==> src/rtl/u16pbo_pkg.sv <==
// Shared constants for the UTF-16 position to byte offset block.
// No dependencies; imported by utf16_position_to_byte_offset.
package u16pbo_pkg;

  // Default widths for the top level parameters
  localparam int OFFSET_WIDTH_DEF   = 24;
  localparam int POSITION_WIDTH_DEF = 20;

  // Byte classes of UTF-8
  localparam logic [7:0] NEWLINE     = 8'h0A;
  localparam logic [7:0] MASK_TWO    = 8'hE0;
  localparam logic [7:0] LEAD_TWO    = 8'hC0;
  localparam logic [7:0] MASK_THREE  = 8'hF0;
  localparam logic [7:0] LEAD_THREE  = 8'hE0;
  localparam logic [7:0] MASK_FOUR   = 8'hF8;
  localparam logic [7:0] LEAD_FOUR   = 8'hF0;
  localparam logic [5:0] CONT_BITS_SUPP = 6'h10;  // continuation bits that push past 0xFFFF

endpackage

==> src/rtl/utf16_position_to_byte_offset.sv <==
// UTF-16 line/column to UTF-8 byte offset over a streamed text.
// The result word is formed from the closing word in the input register and held in the result register.
// Throughput: one input word per cycle; a closing word waits in the input register only
// while the result register still holds an answer that out_ready has not taken.
// Reset (rst_n low, synchronous) empties both registers and leaves no query open.
// Depends on u16pbo_pkg.
module utf16_position_to_byte_offset #(
  parameter int OFFSET_WIDTH   = u16pbo_pkg::OFFSET_WIDTH_DEF,
  parameter int POSITION_WIDTH = u16pbo_pkg::POSITION_WIDTH_DEF
) (
  input  logic                      clk,
  input  logic                      rst_n,
  input  logic                      in_valid,
  output logic                      in_ready,
  input  logic [7:0]                in_text_byte,
  input  logic                      in_byte_present,
  input  logic                      in_first_item,
  input  logic                      in_last_item,
  input  logic [POSITION_WIDTH-1:0] in_query_line,
  input  logic [POSITION_WIDTH-1:0] in_query_column,
  output logic                      out_valid,
  input  logic                      out_ready,
  output logic [OFFSET_WIDTH-1:0]   out_byte_offset,
  output logic                      out_found
);
  import u16pbo_pkg::*;

  localparam int PW = POSITION_WIDTH;
  localparam int CW = OFFSET_WIDTH + 1;   // counters saturate at 2^OFFSET_WIDTH
  localparam int SW = OFFSET_WIDTH + 2;   // line start plus counted bytes
  localparam logic [CW-1:0] OFFSET_OVER = {1'b1, {OFFSET_WIDTH{1'b0}}};

  typedef enum logic [2:0] {
    PH_IDLE, PH_SEEK, PH_WALK, PH_PEND, PH_CHECK, PH_OK, PH_BAD
  } phase_t;

  typedef struct packed {
    phase_t        ph;
    logic [PW-1:0] cl;
    logic [1:0]    skip;
    logic          take;
  } char_res_t;

  // Saturating add of a small count to a position counter
  function automatic logic [CW-1:0] sat_add(input logic [CW-1:0] v, input logic [2:0] n);
    logic [SW-1:0] sum;
    sum = SW'(v) + SW'(n);
    sat_add = (sum > SW'(OFFSET_OVER)) ? OFFSET_OVER : sum[CW-1:0];
  endfunction

  // Account one whole character against the remaining columns
  function automatic char_res_t take_char(input logic [2:0] len, input logic [1:0] units,
                                          input logic [PW-1:0] cl, input logic [1:0] skip);
    char_res_t r;
    r.cl   = cl;
    r.skip = skip;
    r.take = 1'b0;
    r.ph   = PH_OK;
    if (cl >= PW'(units)) begin
      r.take = 1'b1;
      r.cl   = cl - PW'(units);
      r.skip = 2'(len - 3'd1);
      if (r.cl == '0) begin
        r.ph = (r.skip != 2'd0) ? PH_CHECK : PH_OK;
      end else begin
        r.ph = PH_WALK;
      end
    end
    take_char = r;
  endfunction

  // Phase after a continuation byte (skip already decremented)
  function automatic phase_t cont_phase(input phase_t ph, input logic [1:0] skip,
                                        input logic is_nl);
    phase_t p;
    p = ph;
    if (is_nl) begin
      p = (skip == 2'd0 && ph == PH_CHECK) ? PH_OK : PH_BAD;
    end else if (skip == 2'd0 && ph == PH_CHECK) begin
      p = PH_OK;
    end
    cont_phase = p;
  endfunction

  // Input register
  logic          st_valid_r;
  logic [7:0]    st_byte_r;
  logic          st_present_r, st_first_r, st_last_r;
  logic [PW-1:0] st_line_r, st_col_r;
  logic          st_adv;

  // Walk state
  phase_t        phase_r, phase_nxt;
  logic [PW-1:0] newlines_left_r, newlines_left_nxt;
  logic [PW-1:0] columns_left_r, columns_left_nxt;
  logic [CW-1:0] line_start_r, line_start_nxt;
  logic [CW-1:0] byte_position_r, byte_position_nxt;
  logic [CW-1:0] counted_bytes_r, counted_bytes_nxt;
  logic [1:0]    skip_left_r, skip_left_nxt;
  logic [7:0]    pending_lead_r, pending_lead_nxt;

  // Result register
  logic                    out_valid_r;
  logic [OFFSET_WIDTH-1:0] out_byte_offset_r;
  logic                    out_found_r;

  logic                    has_result;
  logic                    res_ok;
  logic [SW-1:0]           res_sum;
  logic [OFFSET_WIDTH-1:0] res_offset;

  // Per-byte walk update
  always_comb begin
    logic [2:0] len;
    logic [1:0] units;
    logic       is_nl;
    char_res_t  tc;
    phase_nxt         = phase_r;
    newlines_left_nxt = newlines_left_r;
    columns_left_nxt  = columns_left_r;
    line_start_nxt    = line_start_r;
    byte_position_nxt = byte_position_r;
    counted_bytes_nxt = counted_bytes_r;
    skip_left_nxt     = skip_left_r;
    pending_lead_nxt  = pending_lead_r;
    has_result        = 1'b0;
    res_ok            = 1'b0;
    res_sum           = '0;
    res_offset        = '0;
    len               = 3'd1;
    units             = 2'd1;
    is_nl             = (st_byte_r == NEWLINE);
    tc                = '0;

    // a first word opens a fresh query
    if (st_first_r) begin
      newlines_left_nxt = st_line_r;
      columns_left_nxt  = st_col_r;
      line_start_nxt    = '0;
      byte_position_nxt = '0;
      counted_bytes_nxt = '0;
      skip_left_nxt     = 2'd0;
      pending_lead_nxt  = 8'h00;
      phase_nxt         = (st_line_r == '0) ? PH_WALK : PH_SEEK;
    end

    if (phase_nxt != PH_IDLE) begin
      if (st_present_r) begin
        byte_position_nxt = sat_add(byte_position_nxt, 3'd1);
        unique case (phase_nxt)
          PH_SEEK: begin
            if (is_nl) begin
              newlines_left_nxt = newlines_left_nxt - PW'(1);
              if (newlines_left_nxt == '0) begin
                line_start_nxt = byte_position_nxt;
                skip_left_nxt  = 2'd0;
                phase_nxt      = PH_WALK;
              end
            end
          end
          PH_WALK, PH_CHECK: begin
            if (skip_left_nxt != 2'd0 || phase_nxt == PH_CHECK) begin
              skip_left_nxt = skip_left_nxt - 2'd1;
              phase_nxt     = cont_phase(phase_nxt, skip_left_nxt, is_nl);
            end else if ((st_byte_r & MASK_FOUR) == LEAD_FOUR) begin
              pending_lead_nxt = st_byte_r;
              phase_nxt        = PH_PEND;
            end else begin
              if ((st_byte_r & MASK_TWO) == LEAD_TWO) begin
                len = 3'd2;
              end else if ((st_byte_r & MASK_THREE) == LEAD_THREE) begin
                len = 3'd3;
              end
              tc = take_char(len, 2'd1, columns_left_nxt, skip_left_nxt);
              phase_nxt        = tc.ph;
              columns_left_nxt = tc.cl;
              skip_left_nxt    = tc.skip;
              if (tc.take) begin
                counted_bytes_nxt = sat_add(counted_bytes_nxt, len);
              end
              if (phase_nxt == PH_WALK && is_nl) begin
                phase_nxt = PH_BAD;
              end
            end
          end
          PH_PEND: begin
            // four-byte lead: next byte decides whether it needs a surrogate pair
            units = (pending_lead_nxt[2:0] != 3'd0 || st_byte_r[5:0] >= CONT_BITS_SUPP)
                    ? 2'd2 : 2'd1;
            tc = take_char(3'd4, units, columns_left_nxt, skip_left_nxt);
            phase_nxt        = tc.ph;
            columns_left_nxt = tc.cl;
            skip_left_nxt    = tc.skip;
            if (tc.take) begin
              counted_bytes_nxt = sat_add(counted_bytes_nxt, 3'd4);
            end
            if (phase_nxt == PH_WALK || phase_nxt == PH_CHECK) begin
              skip_left_nxt = skip_left_nxt - 2'd1;
              phase_nxt     = cont_phase(phase_nxt, skip_left_nxt, is_nl);
            end
          end
          default: ;
        endcase
      end

      // closing word: judge the walk and form the offset
      if (st_last_r) begin
        has_result = 1'b1;
        unique case (phase_nxt)
          PH_WALK: res_ok = (skip_left_nxt == 2'd0) && (byte_position_nxt == line_start_nxt);
          PH_PEND: res_ok = columns_left_nxt <
                            ((pending_lead_nxt[2:0] != 3'd0) ? PW'(2) : PW'(1));
          PH_OK:   res_ok = 1'b1;
          default: res_ok = 1'b0;
        endcase
        res_sum = SW'(line_start_nxt) + SW'(counted_bytes_nxt);
        if (res_sum[SW-1:OFFSET_WIDTH] != '0) begin
          res_ok = 1'b0;
        end
        res_offset = res_ok ? res_sum[OFFSET_WIDTH-1:0] : '0;
        phase_nxt  = PH_IDLE;
      end
    end
  end

  // The input register moves on unless its result has nowhere to go
  assign st_adv   = st_valid_r && (!has_result || !out_valid_r || out_ready);
  assign in_ready = !st_valid_r || st_adv;

  // Input register
  always_ff @(posedge clk) begin
    if (!rst_n) begin
      st_valid_r <= 1'b0;
    end else if (in_ready) begin
      st_valid_r <= in_valid;
    end
    if (in_ready && in_valid) begin
      st_byte_r    <= in_text_byte;
      st_present_r <= in_byte_present;
      st_first_r   <= in_first_item;
      st_last_r    <= in_last_item;
      st_line_r    <= in_query_line;
      st_col_r     <= in_query_column;
    end
  end

  // Walk state
  always_ff @(posedge clk) begin
    if (!rst_n) begin
      phase_r         <= PH_IDLE;
      newlines_left_r <= '0;
      columns_left_r  <= '0;
      line_start_r    <= '0;
      byte_position_r <= '0;
      counted_bytes_r <= '0;
      skip_left_r     <= 2'd0;
      pending_lead_r  <= 8'h00;
    end else if (st_adv) begin
      phase_r         <= phase_nxt;
      newlines_left_r <= newlines_left_nxt;
      columns_left_r  <= columns_left_nxt;
      line_start_r    <= line_start_nxt;
      byte_position_r <= byte_position_nxt;
      counted_bytes_r <= counted_bytes_nxt;
      skip_left_r     <= skip_left_nxt;
      pending_lead_r  <= pending_lead_nxt;
    end
  end

  // Result register
  always_ff @(posedge clk) begin
    if (!rst_n) begin
      out_valid_r <= 1'b0;
    end else if (st_adv && has_result) begin
      out_valid_r <= 1'b1;
    end else if (out_ready) begin
      out_valid_r <= 1'b0;
    end
    if (st_adv && has_result) begin
      out_byte_offset_r <= res_offset;
      out_found_r       <= res_ok;
    end
  end

  assign out_valid       = out_valid_r;
  assign out_byte_offset = out_byte_offset_r;
  assign out_found       = out_found_r;

  // Checks
  a_notfound_zero: assert property (@(posedge clk) disable iff (!rst_n)
    out_valid_r |-> (out_found_r || out_byte_offset_r == '0))
    else $error("not-found result carries a non-zero offset");

  a_line_start_order: assert property (@(posedge clk) disable iff (!rst_n)
    line_start_r <= byte_position_r)
    else $error("line start beyond current byte position");

  a_seek_count: assert property (@(posedge clk) disable iff (!rst_n)
    phase_r == PH_SEEK |-> newlines_left_r != '0)
    else $error("seeking with no newlines left to skip");

  a_result_source: assert property (@(posedge clk) disable iff (!rst_n)
    $rose(out_valid_r) |-> $past(st_valid_r && st_last_r))
    else $error("result produced without a closing word");

endmodule

==> config.mk <==
export PLATFORM = sky130hd
export DESIGN_NAME = utf16_position_to_byte_offset
export DESIGN_NICKNAME = d
export VERILOG_FILES = /design/src/rtl/u16pbo_pkg.sv /design/src/rtl/utf16_position_to_byte_offset.sv
export SDC_FILE = /design/constraint.sdc
export NUM_CORES = 1
export LEC_CHECK = 0
export ABC_AREA = 0
export CORE_ASPECT_RATIO = 0.7
export CORE_MARGIN = 2
export CORE_UTILIZATION = 55
export DETAILED_ROUTE_END_ITERATION = 6
export DONT_BUFFER_PORTS = 1
export PLACE_DENSITY = 0.7
export SETUP_SLACK_MARGIN = 0.15
export SYNTH_ARGS = -nofsm -noshare
export SYNTH_HDL_FRONTEND = slang
export SYNTH_SLANG_ARGS = --single-unit
==> constraint.sdc <==
create_clock -name clk -period 9.8 [get_ports clk]
set_input_delay 0 -clock clk [delete_from_list [all_inputs] [get_ports clk]]
set_output_delay 0 -clock clk [all_outputs]
set_load 0.02 [all_outputs]
### Yosys cells after proc, flatten, opt, wreduce, memory -nomap -nowiden

Cells that the tools add are included.

* bits in registers: 206
* input bits: 55
* output and inout bits: 27
* logic and storage cells: 184

* add/subtract/negate cells: 10
* $lt $le $gt $ge: 7
* equality and inequality tests: 15
* mux-type cells: 101
* reductions and logical operators: 33

Operators by type and width (number)
* $mux W25: 22
* $mux W26: 10
* $mux W20: 11
* $logic_not A20 Y1: 4
* $gt A26 B25 Y1 const B: 3
* $mux W3: 22
* $mux W8: 7
* $pmux W25 S2: 1
* $pmux W20 S2: 1
* $sub A20 B1 Y20 const B: 2
* $mux W2: 16
* $add A25 B1 Y26 const B: 1
* $add A25 B25 Y26: 1
* $add A25 B3 Y26: 1
* $add A25 B3 Y26 const B: 1
* $eq A25 B25 Y1: 1
* $ge A20 B1 Y1 const B: 1
* $ge A20 B2 Y1: 1
* $lt A20 B2 Y1: 1
* $sub A20 B2 Y20: 1
* $eq A3 B2 Y1 const B: 6
* $eq A3 B3 Y1 const B: 4
* $pmux W3 S3: 1
* $reduce_bool A3 Y1: 3
* other kinds (17): 44

### Longest topological paths before layout

Gate-level depths: netlist (run 1).

* depth in word-level cells: 33
* depth in mapped cells: 46
* mapped depth without buffers: 31

### Worst setup path before layout (run 1)

Ideal clock, no wire load.

* kind: register -> register
* start: register st_first_r
* end: register out_byte_offset_r[10] (netlist: out_byte_offset[10]), data pin
* arrival: 9.878 ns
* setup slack: -0.230 ns
* cell stages (with the launch flop): 42
* buffers on the path: 16
* clock period less this slack: 10.030 ns
* cells stage by stage: edfxtp_1 -> buf_2 -> buf_6 -> buf_4 -> buf_2 -> buf_2 -> buf_2 -> buf_2 -> buf_2 -> buf_1 -> buf_1 -> clkbuf_1 -> buf_1 -> clkbuf_1 -> buf_1 -> nor2b_1 -> ha_1 -> or2_2 -> [6 not listed] -> and2_1 -> buf_2 -> nor2_1 -> a41o_1 -> a21oi_1 -> or2_2 -> ha_1 -> a211o_1 -> o311a_1 -> o31a_1 -> o41a_1 -> a21o_1 -> a211oi_1 -> o21ai_0 -> o21ai_0 -> o41ai_1 -> clkbuf_1 -> nor3_2

* cells in the longest elaborated chain, start to end: 25
* elaborated cells between the ends (all ways): 122
* classes of those cells: add/sub (9); order compare (6); eq/ne (11); mux (76); reduce/logical (20)

RTL lines
* from (decl): RTL line utf16_position_to_byte_offset.sv:88 `logic st_present_r, st_first_r, st_last_r;`
* from (signal assigned): RTL line utf16_position_to_byte_offset.sv:240 `st_first_r <= in_first_item;`
* branches (longest 25 deep; another with $add A25 B3 Y26)
* to (signal assigned): RTL line utf16_position_to_byte_offset.sv:280 `out_byte_offset_r <= res_offset;`
* to (decl): RTL line utf16_position_to_byte_offset.sv:104 `logic [OFFSET_WIDTH-1:0] out_byte_offset_r;`

Parallel ways; which one is timed is not known. The select of a mux whose other input is x is not followed.
A chain may end at the register's enable or synchronous reset.

### Worst setup path in the final report (run 1)

* start: register st_first_r
* end: register out_byte_offset_r[20] (netlist: out_byte_offset[20]), data pin

Same word-level chain as after synthesis.

==> flow_summary.json, run 1 <==
{
  "power_density_nw_per_um2": 117,
  "clockBufferDepth": 3,
  "avgSynthCellArea_um2": 7.69,
  "r2r_start": "st_first_r$_DFFE_PP_",
  "gp_congestion": 1.02,
  "layout_min_cycle_time_ns": 8.95,
  "min_path_type": "input pin to flip-flop",
  "timing.hold.ws_ns": 0.0385,
  "core_um2": 30000,
  "rr_worst_depth": 28,
  "ys_seq_area_share_pct": 28.6,
  "hpwlAfterDp_mm": 44.8,
  "drv_slew": 0,
  "via_count": 17800,
  "htree_num_levels": 1,
  "grt_pass1_wl_mm": 94.8,
  "die_y_um": 150,
  "syn-num-nets": 2270,
  "worst_pin_slew_ns": 1.37,
  "ant_nets": 0,
  "required_ns": 10.16,
  "p_leak_nw": 6.30,
  "cp.arrival_ns": 9.31,
  "cts_sinks": 201,
  "clock_skew_ns": 0.0229,
  "finalHoldViolations": 0,
  "die_w_um": 212,
  "grtUsageTotal_pct": 38.4,
  "grt_busiest_layer": "met1",
  "nets": 2237,
  "vias_per_cell": 6.93,
  "seqCellArea_um2": 4780,
  "io_buffers": 0,
  "cts_root_buf": "clkbuf_16",
  "ys_top_cells_by_area": "dfxtp_1 (15%), edfxtp_1 (14%), nor2_1 (5.6%)",
  "syn_inst": 2173,
  "overflow": 0,
  "slew_headroom_pct": 7.86,
  "post-place-ws_ns": 0.877,
  "critPathKind": "flip-flop to flip-flop",
  "syn_area_um2": 16700,
  "synth_largest_area_cell": "dfxtp_1",
  "synth_seq_cells": 201,
  "ys.flop_type": "dfxtp_1",
  "route.detailed.drc": 0,
  "drv_cap": 0,
  "final_common_cell": "nor2_1",
  "cp_max_fo": 25,
  "holdPathStages": 2,
  "use_met2_pct": 53.0,
  "clkTransAtPathRegs_ns": 0.07,
  "place_area_um2": 16900,
  "max_freq_mhz": 112,
  "setup_tns_ns": 0,
  "reg2reg_to": "out_byte_offset[20]$_SDFFCE_PN0P_",
  "cts_tree": "done",
  "fill_cells": 2801,
  "drt_iter0_markers": 2817,
  "status": "complete, no violations",
  "finalInstanceArea_um2": 18200,
  "crit_path_start_kind": "flip-flop",
  "grt_antenna_before_repair": 2,
  "firstDrtPassIters": 6,
  "min_from": "rst_n",
  "fin_crit_sh_pct": 91.3,
  "layout_common_cells": "nor2_1 (250), nand2_1 (227), a21oi_1 (141)",
  "fin_ws_ns": 0.854,
  "post_cts_buffers": 0,
  "io_pins": 82,
  "rsz0062_at_grt": "false",
  "critPathCaptureType": "flip-flop",
  "cp_slowest_cell": "or3_1",
  "max_stage_delay_ns": 0.62,
  "initial_utilization_pct": 55.8,
  "ys_warn_count": 0,
  "multiInputGateArea_um2": 11200,
  "total_power_mw": 2.13,
  "numCtsBuffers": 23,
  "grtUsageMet3_pct": 10.4,
  "wl_per_cell_um": 24.2,
  "grt_pass1_vias": 15900,
  "worstSkewPairLatency_ns": 0.56,
  "setup_violations": 0,
  "postRouteWirelength_mm": 62.3,
  "grt_max_degree": 139,
  "rows": 53,
  "ys_async_sr_fraction_pct": 0,
  "min_to": "counted_bytes_r[13]$_SDFFE_PN0P_",
  "reg2reg_slack_ns": 0.85,
  "synth_edf_count": 76,
  "synth_top_area_share_pct": 15.0,
  "grt_util_met1_pct": 58.2,
  "vdd_ir_drop_max_mv": 0.132,
  "netlist-cell-type-count": 98,
  "die-area_um2": 31800,
  "area_growth_syn_to_layout_pct": 8.77,
  "drive_above_1_share_pct": 6.82
}
[cells in the mapped netlist, types with 45 or more instances]
master	count
a21oi_1	142
edfxtp_1	76
nand3_1	66
dfxtp_1	125
clkbuf_1	101
xnor2_1	64
mux2i_1	58
nor3_1	101
o21ai_0	123
nor2_1	250
nor4_1	45
nand2_1	227
[routing by layer]
metal / vias up / share of wire [%] / wire length (µm)
met3: 124 / 13 / 8400
met5: - / 0.018 / 11
met2: 1187 / 39 / 24500
met4: 2 / 2.5 / 1540
li1: 8069 / - / -
met1: 8426 / 45 / 27800
[worst max-delay path by stage]
stage                                         to  slack (ns)  depth (start not counted)                 start
3_3_place_gp   out_byte_offset[20]$_SDFFCE_PN0P_        1.25                         28  st_first_r$_DFFE_PP_
5_1_grt        out_byte_offset[20]$_SDFFCE_PN0P_        0.29                         28  st_first_r$_DFFE_PP_
3_5_place_dp   out_byte_offset[20]$_SDFFCE_PN0P_        0.88                         28  st_first_r$_DFFE_PP_
2_1_floorplan  out_byte_offset[10]$_SDFFCE_PN0P_        0.22                         42  st_first_r$_DFFE_PP_
4_1_cts        out_byte_offset[20]$_SDFFCE_PN0P_        0.83                         28  st_first_r$_DFFE_PP_
6_report       out_byte_offset[20]$_SDFFCE_PN0P_        0.85                         28  st_first_r$_DFFE_PP_
[flip-flops by register name, summed over array words and instances, names as in the netlist]
| name | cells |
|---|---|
| st_col_r | 20 |
| st_first_r | 1 |
| columns_left_r | 20 |
| out_valid | 1 |
| pending_lead_r | 3 |
| skip_left_r | 2 |
| st_line_r | 20 |
| st_last_r | 1 |
| st_byte_r | 8 |
| counted_bytes_r | 25 |
| line_start_r | 25 |
| st_present_r | 1 |
| out_found | 1 |
| st_valid_r | 1 |
| out_byte_offset | 24 |
| phase_r | 3 |
| newlines_left_r | 20 |
| byte_position_r | 25 |
[critical path, delay by kind of cell, from the launching register on]
kind | cells | cell delay (ns)
and+or+nand+nor | 9 | 3.06
adders and majority gates | 2 | 0.63
DFF | 1 | 0.52
AOI/OAI and AO/OA | 15 | 4.00
buffers and inverters | 2 | 0.51
[area by class of cell]
class / count / share of cell area [%]
Multi-Input combinational cell: 1787 / 61.7
Sequential cell: 201 / 26.3
Timing Repair Buffer: 89 / 4.49
Clock buffer: 31 / 3.50
Tap cell: 412 / 2.83
Inverter: 38 / 0.791
Clock inverter: 11 / 0.317
Antenna cell: 1 / 0.0138
[where the power goes]
part	leakage (nW)	internal, mW	switching, mW
clock	0.345	0.456	0.379
combinational	4.23	0.124	0.227
sequential	1.73	0.898	0.0448
total	6.30	1.48	0.650
[repair_timing]
action / CTS / global route
hold buffers: 54 / 0
gates resized for setup: 0 / 1
endpoints found under the setup margin: 0 / 1
hold endpoints to repair: 66 / 0
[cells by family (layout without fill, tap and decap cells)]
logic type / after synthesis / in the layout / share of synthesized area (%)
AO/OA/AOI/OAI: 589 / 589 / 23.4
XOR/XNOR: 104 / 104 / 5.45
adder cells (fa/ha/maj): 42 / 42 / 3.28
buffers and inverters: 185 / 169 / 4.59
flip-flops: 201 / 201 / 28.6
multiplexers: 71 / 71 / 4.42
other: 0 / 1 / 0
AND/OR/NAND/NOR: 981 / 981 / 30.3
[stage by stage]
| stage | instances | util [%] |
|---|---|---|
| 2_1_floorplan | 2173 | - |
| 3_3_place_gp | 2473 | 56.5 |
| 3_5_place_dp | 2473 | 56.5 |
| 4_1_cts | 2569 | 60.7 |
| 5_1_grt | 2570 | 60.7 |
| 6_report | 2570 | 60.7 |
Power figures use the tool's default switching activity.
==> run 2, diff against run 1 <==
Settings changed: REMOVE_ABC_BUFFERS set to 1.
==> flow_summary.json, run 2 (synthesized netlist as in run 1, its figures left out) <==
{
  "status": "complete, no violations",
  "fill_cells": 2713,
  "layout_min_cycle_time_ns": 9.19,
  "path_buf_inv": 4,
  "post-place-ws_ns": 0.807,
  "p_leak_nw": 6.34,
  "clkTransAtPathRegs_ns": 0.06,
  "die-area_um2": 31800,
  "fin_crit_sh_pct": 93.8,
  "fin_ws_ns": 0.610,
  "rsz0062_at_grt": "false",
  "hpwlAfterDp_mm": 43.7,
  "worst_pin_slew_ns": 1.17,
  "route.detailed.drc": 0,
  "cp_slowest_cell": "or3_1",
  "clock_skew_ns": 0.0288,
  "required_ns": 10.12,
  "timing.hold.ws_ns": 0.0722,
  "die_w_um": 212,
  "io_pins": 82,
  "power_density_nw_per_um2": 121,
  "crit_family": "compound AO/OA/AOI/OAI gates",
  "min_path_type": "input pin to flip-flop",
  "setup_violations": 0,
  "cp_max_fo": 17,
  "grt_antenna_before_repair": 1,
  "clockBufferDepth": 3,
  "grt_pass1_wl_mm": 94.1,
  "final_cells": 2569,
  "grtUsageTotal_pct": 37.9,
  "initial_utilization_pct": 55.8,
  "vias_per_cell": 6.87,
  "final_common_cell": "nor2_1",
  "vdd_ir_drop_max_mv": 0.143,
  "seqCellArea_um2": 4780,
  "final_core_util_pct": 61.0,
  "drv_cap": 0,
  "cp_common_cell": "buf_4",
  "top_regs": "byte_position_r (25), counted_bytes_r (25), line_start_r (25)",
  "critPathKind": "flip-flop to flip-flop",
  "area_growth_syn_to_layout_pct": 9.39,
  "layout_common_cells": "nor2_1 (250), nand2_1 (227), a21oi_1 (141)",
  "core_um2": 30000,
  "max_stage_delay_ns": 0.57,
  "max_freq_mhz": 109,
  "finalHoldViolations": 0,
  "wl_per_cell_um": 23.9,
  "cts_root_buf": "clkbuf_16",
  "firstDrtPassIters": 6,
  "drt_iter0_markers": 2406,
  "grt_max_degree": 115,
  "overflow": 0,
  "worstSkewPairLatency_ns": 0.55,
  "cts_tree": "done",
  "slew_headroom_pct": 21.4,
  "numCtsBuffers": 23,
  "gp_congestion": 0.982,
  "dp_cells": 2470,
  "nets": 2235,
  "post_cts_buffers": 0,
  "io_buffers": 0,
  "postRouteWirelength_mm": 61.5,
  "ant_nets": 0,
  "crit_path_start_kind": "flip-flop",
  "drv_slew": 0,
  "cp.arrival_ns": 9.51,
  "multiInputGateArea_um2": 11200,
  "cts_sinks": 201,
  "drive_above_1_share_pct": 6.96,
  "htree_num_levels": 1,
  "rows": 53,
  "die_y_um": 150,
  "critPathCaptureType": "flip-flop",
  "via_count": 17600,
  "grt_pass1_vias": 15800
}
-- run 2: cell types whose count changed in the layout (fill, tap and decap cells not counted), moves of 2 or more --
cell,change
buf_4,-4
bufinv_16,+3
clkbuf_1,-4
clkinv_1,-4
clkinv_4,+3
clkinvlp_4,+2
-- run 2: where the power goes --
group	switching (mW)	total [mW]	internal [mW]
registers	0.0442	0.942	0.898
clock network	0.389	0.923	0.534
logic	0.223	0.346	0.123
total	0.656	2.21	1.56
-- run 2: worst reg2reg max path, delay by kind of cell (launching register included) --
family / cells / cell delay, ns
AOI/OAI and AO/OA: 14 / 4.23
DFF: 1 / 0.54
and+or+nand+nor: 9 / 2.78
adders and majority gates: 2 / 0.55
buffers and inverters: 4 / 0.88
-- run 2: layer usage --
metal / track usage [%] / up-vias / wire [µm]
met5: 0 / - / 0
met4: 9.97 / 0 / 1760
met3: 8.75 / 123 / 7300
met2: 54.1 / 1095 / 24900
met1: 56.9 / 8367 / 27500
li1: - / 8056 / -
-- run 2: stage by stage --
| stage | total power, mW | cell area [µm²] | setup TNS [ns] |
|---|---|---|---|
| final | 2.21 | 18300 | 0 |
| after global routing | 2.28 | 18300 | 0 |
| after CTS | 2.21 | 18300 | 0 |
| after detailed placement | 1.27 | 16900 | 0 |
| after global placement | 1.27 | 16900 | 0 |
| after floorplan | 1.17 | 16100 | -113.78 |
-- run 2: path summary, 6_finish.rpt --
kind                                                   start                           endpoint  slack [ns]  cells after the start
worst max-delay path                    st_first_r$_DFFE_PP_  out_byte_offset[20]$_SDFFCE_PN0P_        0.61                     29
worst min-delay path                        in_query_line[4]             st_line_r[4]$_DFFE_PP_        0.07                      1
worst max register to register          st_first_r$_DFFE_PP_  out_byte_offset[20]$_SDFFCE_PN0P_        0.61                     29
worst min register to register  line_start_r[4]$_SDFFE_PN0P_       line_start_r[4]$_SDFFE_PN0P_        0.46                      2
-- run 2: repair_timing --
action                     4_1_cts  5_1_grt
resized for setup                0        1
setup endpoints to repair        0        1
hold buffers                    55        0
hold endpoints to repair        94        0
-- run 2: final cells by class --
class | count | area share, %
Inverter | 38 | 0.787
Tap cell | 412 | 2.82
Timing Repair Buffer | 87 | 4.46
Sequential cell | 201 | 26.2
Clock buffer | 27 | 3.37
Multi-Input combinational cell | 1787 | 61.4
Antenna cell | 2 | 0.0274
Clock inverter | 15 | 0.951
